===== src/rtl/core/bsc_ram.sv =====
// Generic simple dual-port RAM: one write port, one read port, registered read.
// No dependencies.
module bsc_ram #(
  parameter int WIDTH = 8,
  parameter int DEPTH = 16
) (
  input  logic                                  clk,
  input  logic                                  we,
  input  logic [(DEPTH > 1 ? $clog2(DEPTH) : 1)-1:0] waddr,
  input  logic [WIDTH-1:0]                      wdata,
  input  logic [(DEPTH > 1 ? $clog2(DEPTH) : 1)-1:0] raddr,
  output logic [WIDTH-1:0]                      rdata
);

  logic [WIDTH-1:0] mem [DEPTH];

  always_ff @(posedge clk) begin
    if (we) begin
      mem[waddr] <= wdata;
    end
    rdata <= mem[raddr];
  end

endmodule


===== config.mk =====
export PLATFORM = sky130hd
export DESIGN_NAME = bsc_ram
export DESIGN_NICKNAME = d
export VERILOG_FILES = /design/src/rtl/core/bsc_ram.sv
export SDC_FILE = /design/constraint.sdc
export NUM_CORES = 1
export LEC_CHECK = 0
export ABC_AREA = 0
export BUFFER_PORTS_ARGS = -buffer_cell sky130_fd_sc_hd__buf_2
export CAP_MARGIN = 20
export CORE_MARGIN = 4
export CORE_UTILIZATION = 35
export DETAILED_ROUTE_END_ITERATION = 12
export PLACE_DENSITY_LB_ADDON = 0.05
export SKIP_LAST_GASP = 1
export SYNTH_ARGS = -nofsm -noshare
export SYNTH_HDL_FRONTEND = slang
export SYNTH_SLANG_ARGS = --single-unit

===== constraint.sdc =====
create_clock -name clk -period 5.5 [get_ports clk]
set_input_delay 1.1 -clock clk [delete_from_list [all_inputs] [get_ports clk]]
set_output_delay 1.1 -clock clk [all_outputs]
set_load 0.02 [all_outputs]

==> key figures, run 1 <==
Hold path
  – Hold wc startpoint: mem[4][1]
  – Min-Delay Path Class: register to register
  – Hold path endpoint: rdata[1]
  – WHS Path Cells: 3

Global routing
  – First-pass GRT wire length: 15710 um
  – Overflow left after global routing: 0
  – Largest net degree at the start of global routing: 33
  – Total track usage: 13.69%
  – Vias in the first global route: 2523
  – Initial antenna violation count: 0

Routing
  – Antenna viol nets, final: 0
  – DRC viols: 0
  – DRT Pass-1 Iters: 4
  – M1 WL: 5252 um
  – Routed WL: 10670 um
  – Total length of routed met2 wires: 4926 um
  – DRT iter0 DRCs: 110
  – Uppermost layer routed: met4
  – Routed via count: 2371
  – Vias per cell: 5.066
  – Routed wire per std cell: 22.79 um
  – Met3 wire length: 330 um

Pwr
  – Power Density: 383.0 nW/um^2
  – Peak VDD IR: 0.0002009 V
  – Total Power: 2.310 mW
  – LEAKAGE: 1.998 nW

Die
  – Initial core utilization: between 30% and 40%
  – Core Area: between 10000 and 15000 sq um
  – Die Ht: 129.3 um
  – IO Pins: 26
  – Die Width: 129.3 um
  – Row count: 44
  – Die area: 16710 sq um

Synthesis
  – Cell with the most instances after synthesis: edfxtp_1
  – Commonest cells in the netlist: edfxtp_1 (128), mux4_2 (18), a22oi_1 (16)
  – Yosys warnings: 0
  – Top cells by area, synth: edfxtp_1 (75%), mux4_2 (7.9%), mux4_1 (7.1%)
  – Post-Synth Adder-Cell Area: 0%
  – Largest family of logic cells by synthesized area: multiplexers
  – Synth Cell Area: 5147 sq um
  – Area share of the largest cell type after synthesis: between 70% and 80%
  – Synth unique cells: 19
  – Post-Syn Instances: between 200 and 250
  – Synth Area in Simple Gates: 3.184%
  – Syn nets: approximately 250
  – Compound-Gate Fraction of Synth Area: approximately 2.3%
  – Main synth FF type: edfxtp_1
  – Avg Inst Size Synth: 22.48 sq um
  – Mux contribution to synthesized area: 15.02%
  – Sequential fraction of the synthesis area: 77.78%
  – Synth Register Bits: 136
  – XOR/XNOR share of the synthesized area: 0%
  – Asr flop ratio synth: 0%
  – Post-synth EDFFs: about 130
  – Cell taking the most area after synthesis: edfxtp_1

STA
  – Final Setup Violations: 0
  – Max Freq: 377.1 MHz
  – Final setup TNS: 0 ns
  – Final worst-path cycle share: 48.21%
  – Slew Limit Fails: 0
  – Slew @ Worst Pin: around 1 ns
  – Crit path time final: around 2.7 ns
  – RSZ-0062 raised after global routing: no
  – Setup skew after layout: about 0.0057 ns
  – Final setup margin: 2.849 ns
  – Max_slew headroom: 31.76%
  – Final hold vios: 0

Final layout
  – Final core occ: approximately two fifths
  – FILL cells: 1274
  – Area grow syn2layout: 17.16%
  – Register area: approximately 4000 sq um
  – Ratio of cells with drive above 1 in the final layout: 26.41%
  – Final antenna diode count: 0
  – Area of the multi-input gates: ~1100 sq um
  – Layout net count: 289
  – Final Cell Area: 6031 sq um

Clocking
  – CTS max path bufs: 2
  – Insertion delay to the later sink of the worst-skew pair: approximately 0.4 ns
  – CTS Buf Count: 17
  – # resized after CTS: 0
  – CTS tree: done
  – Post-CTS Setup Bufs: 0
  – Hold buffer count at cts: 0
  – Root Driver: clkbuf_16
  – # H-tree levels: 4
  – Sink Count: 136
  – Clock transition at path regs: 0.05 ns

Critical path
  – Critical path endpoint category: register
  – Crit-path cells: buf_2, buf_4, mux4_1, a22oi_1, nand2_1
  – Reg2reg path depth: 3
  – Worst R2R Start: mem[11][3]
  – R2r setup slk: 4.15 ns
  – Crit path kind: input pin to register
  – Delay-heaviest family, CP: buffers and inverters
  – Crit path buffers/inverters: 2
  – Critical-path top delay cell: buf_2
  – Worst path required time: around 5.8 ns
  – Crit-path max cell delay: 0.62 ns
  – Crit path DAT: 2.94 ns
  – WP depth: 5
  – CP max FO: 22
  – Worst setup SP type: input pin
  – R2r endpoint: rdata[3]

Place
  – Detail Placement HPWL: 6642 um
  – Dpl cell area: 5465 sq um
  – Place WS: 2.344 ns
  – Gp weighted congestion: 0.7248
  – Number of buffers added on ports: 25

Outcome
  – Status: completed

Run
  – Max-cap violations: 0
cells by family after synthesis:
kind of cell,count (synthesis)
simple gates,35
buf+inv,10
flops,136
mux,32
compound gates,16
report_power, final:
| part | switching, mW | leakage (nW) | internal (mW) |
|---|---|---|---|
| Sequential | 0.00680 | 1.22 | 1.16 |
| Clock | 0.375 | 0.260 | 0.658 |
| Combinational | 0.0674 | 0.515 | 0.0429 |
| Total | 0.449 | 2.00 | 1.86 |
routing by layer:
layer  GRT usage, %  vias up
met3          4.287       16
met5              0        -
met2          20.79       40
met4          4.447        0
li1               -     1054
met1          18.96     1261
sequential cells by signal, indices dropped and copies added (netlist names):
signal,count
mem,128
rdata,8
worst register-to-register path, delay by kind of cell, from the launching register on:
family	cells	cell delay, ns
compound gates	1	0.29
flops	1	0.37
mux	1	0.48
simple gates	1	0.08
per-stage QoR:
stage	cells	hold WS (ns)
finish	468	0.6653
global route	468	0.7099
CTS	466	0.6746
detailed placement	434	0.6640
global placement	433	0.6577
floorplan	229	0.6293
placed cells by master, fill, tap and decap left out, types with 2 or more instances in the layout:
cell type	count
clkbuf_16	17
dfxtp_1	8
nand3b_1	2
clkbuf_1	9
nand2_1	9
a22oi_1	16
mux4_2	18
nand2b_1	2
buf_6	3
buf_2	25
edfxtp_1	128
nor2_1	13
buf_4	5
clkbuf_8	3
nor3_1	4
mux4_1	14
how the worst max path moves through the flow:
stage	startpoint	end	slack [ns]
global placement	raddr[0]	rdata[1]	2.36
floorplan	waddr[2]	mem[0][0]	2.91
finish	raddr[0]	rdata[1]	2.85
CTS	raddr[0]	rdata[5]	2.79
detailed placement	raddr[0]	rdata[5]	2.34
global route	raddr[0]	rdata[1]	2.64
area by class of cell:
type | instances | area share (%)
timing repair buffer | 33 | 3.257
multi-input combinational | 83 | 17.53
tap | 184 | 3.817
clock buffer | 29 | 8.299
clock inverter | 3 | 0.7054
sequential | 136 | 66.39
No activity file was read; power rests on OpenSTA's default activity.
==> run 2: changes to the inputs <==
--- a/config.mk
+++ b/config.mk
@@ -5,7 +5,7 @@
 export SDC_FILE = /design/constraint.sdc
 export NUM_CORES = 1
 export LEC_CHECK = 0
-export ABC_AREA = 0
+export ABC_AREA = 1
 export BUFFER_PORTS_ARGS = -buffer_cell sky130_fd_sc_hd__buf_2
 export CAP_MARGIN = 20
 export CORE_MARGIN = 4
==> constraint.sdc (replaced) <==
create_clock -name clk -period 2.4 [get_ports clk]
set_input_delay 0.48 -clock clk [delete_from_list [all_inputs] [get_ports clk]]
set_output_delay 0.48 -clock clk [all_outputs]
set_load 0.02 [all_outputs]
==> key figures, run 2 <==
Global routing
  – Largest net degree at the start of global routing: 65
  – Vias in the first global route: 3647
  – Initial antenna violation count: 0
  – Total track usage: 16.52%
  – Overflow left after global routing: 0
  – First-pass GRT wire length: 21890 um

Synthesis
  – Asr flop ratio synth: 0%
  – Post-Syn Instances: approximately 550
  – Area share of the largest cell type after synthesis: 66.65%
  – Post-synth EDFFs: 128
  – Synth Cell Area: 5767 sq um
  – Sequential fraction of the synthesis area: 69.43%
  – Top cells by area, synth: edfxtp_1 (67%), nand2_1 (11%), nand3_1 (8.4%)
  – Avg Inst Size Synth: 10.47 sq um
  – Syn nets: 569
  – Yosys warnings: 0
  – Main synth FF type: edfxtp_1
  – Synth unique cells: 12
  – Synth Register Bits: approximately 140
  – Cell with the most instances after synthesis: nand2_1
  – Commonest cells in the netlist: nand2_1 (173), edfxtp_1 (128), inv_1 (100)
  – Cell taking the most area after synthesis: edfxtp_1

Final layout
  – Ratio of cells with drive above 1 in the final layout: a little under an eighth
  – Layout net count: between 600 and 700
  – Most frequent cells in the layout: nand2_1 (173), edfxtp_1 (128), inv_1 (100)
  – Area grow syn2layout: 16.08%
  – Most common cell after layout, fill and taps aside: nand2_1
  – Largest register FFs: 128
  – Final antenna diode count: 0
  – Reg with most FFs: mem
  – Largest regs: mem x128, rdata x8

Outcome
  – Status: completed

Die
  – Die area: 18590 sq um
  – Initial core utilization: between 30% and 40%
  – IO Pins: 26
  – Row count: between 40 and 50
  – Core Area: 16000 sq um
  – Die Width: 136.4 um
  – Die Ht: 136.4 um

Place
  – Gp weighted congestion: 0.7211
  – Number of buffers added on ports: 25
  – Place WS: 0.6740 ns
  – Detail Placement HPWL: 8461 um

Critical path
  – Crit-path max cell delay: around 0.36 ns
  – CP max FO: 1
  – Crit path DAT: approximately 0.95 ns
  – Crit path buffers/inverters: 1
  – Critical-path top delay cell: dfxtp_1
  – R2r setup slk: 1.32 ns
  – Delay-heaviest family, CP: flip-flops
  – Worst setup SP type: register
  – Crit path kind: register to output pin
  – Worst R2R Start: mem[9][5]
  – WP depth: 1
  – Reg2reg path depth: 6
  – Crit-path cells: buf_2
  – R2r endpoint: rdata[5]
  – Worst setup path startpoint: rdata[1]
  – Critical path endpoint category: output pin
  – Worst path required time: between 1.5 and 2 ns
  – Worst Setup EP: rdata[1]

Clocking
  – CTS tree: done
  – Insertion delay to the later sink of the worst-skew pair: ~0.4 ns
  – # resized after CTS: 0
  – Clock transition at path regs: 0.06 ns
  – CTS Buf Count: 17
  – CTS max path bufs: 2
  – Root Driver: clkbuf_16
  – # H-tree levels: 4
  – Post-CTS Setup Bufs: 0
  – Hold buffer count at cts: 0
  – Sink Count: 136

Routing
  – Routed wire per std cell: approximately 17 um
  – DRT iter0 DRCs: 320
  – Antenna viol nets, final: 0
  – DRC viols: 0
  – Routed via count: 3717
  – Routed WL: 14260 um
  – DRT Pass-1 Iters: 4
  – Vias per cell: 4.527

Pwr
  – Switching Fraction: 21.94%
  – Internal: a little over 4 mW
  – Comb pwr share: under 10%
  – Clock share of power: 43.0%
  – LEAKAGE: 2.889 nW
  – Switching power: 1.162 mW
  – Power Density: just under 800 nW/um^2
  – Peak VDD IR: between 0.0004 and 0.0005 V
  – Seq pwr share: 50.4%

STA
  – Slew Limit Fails: 0
  – RSZ-0062 raised after global routing: no
  – Max_slew headroom: 57.13%
  – Crit path time final: 1.430 ns
  – Final hold vios: 0
  – Setup skew after layout: slightly below 0.007 ns
  – Max Freq: 699.4 MHz
  – Final Setup Violations: 0
  – Final setup margin: 0.9701 ns
  – Slew @ Worst Pin: 0.6407 ns
  – Final worst-path cycle share: 59.58%
  – Final setup TNS: 0 ns

Hold path
  – Min-Delay Path Class: input pin to register

Run
  – Max-cap violations: 0
run 2: cell types whose count changed after synthesis, sizes merged:
cell / change
mux4: -32
inv: +102
nand2b: -2
or3b: -1
buf: +17
nor3: -4
a22oi: -16
nand2: +164
nor2: +4
nor2b: -1
and2b: -1
and2: -1
nand3: +96
clkdlybuf4s25: -3
run 2: logic make-up after synthesis:
logic type	share of synthesized area, %
flops	69.43
buf+inv	9.525
simple gates	21.05
run 2: how the worst min path moves through the flow:
stage               startpoint        end  cells past startpoint
global route          raddr[3]   rdata[1]                      3
floorplan             wdata[0]  mem[0][0]                      0
detailed placement  mem[12][1]   rdata[1]                      6
finish                raddr[3]   rdata[1]                      3
global placement    mem[12][1]   rdata[1]                      6
CTS                   raddr[3]   rdata[1]                      3
run 2: area by class of cell:
class / instances / area [sq um]
Inverter: 102 / 382.9
Clock inverter: 7 / 30.03
Fill cell: 1625 / 9306
Timing Repair Buffer: 46 / 307.8
Clock buffer: 25 / 485.5
Sequential cell: 136 / 4004
Multi-Input combinational cell: 289 / 1214
Tap cell: 216 / 270.3
run 2: layer usage:
| layer | up-vias | share of wire (%) | track usage, % |
|---|---|---|---|
| li1 | 1859 | - | - |
| met1 | 1774 | 49 | 23.83 |
| met2 | 62 | 45 | 24.35 |
| met3 | 22 | 3.6 | 3.479 |
| met4 | 0 | 2.2 | 6.495 |
| met5 | - | 0 | 0 |
run 2: power groups by stage:
stage                     Clock [mW]  Combinational (mW)  Sequential [mW]
after floorplan                    0               0.187             2.74
final                           2.28               0.351             2.67
after global routing            2.44               0.394             2.67
after CTS                       2.33               0.360             2.67
after global placement             0               0.358             2.72
after detailed placement           0               0.359             2.72
run 2: stage by stage:
step                      area [sq um]  hold WS, ns  total power, mW  std cells  utilization, %
after floorplan                   5767       0.5789            2.924        551               -
after CTS                         6694       0.4128            5.363        821           41.84
final                             6694       0.4295            5.297        821           41.84
after detailed placement          6178       0.6376            3.078        789           38.61
after global placement            6178       0.6287            3.076        789           38.61
after global routing              6694       0.4262            5.505        821           41.84
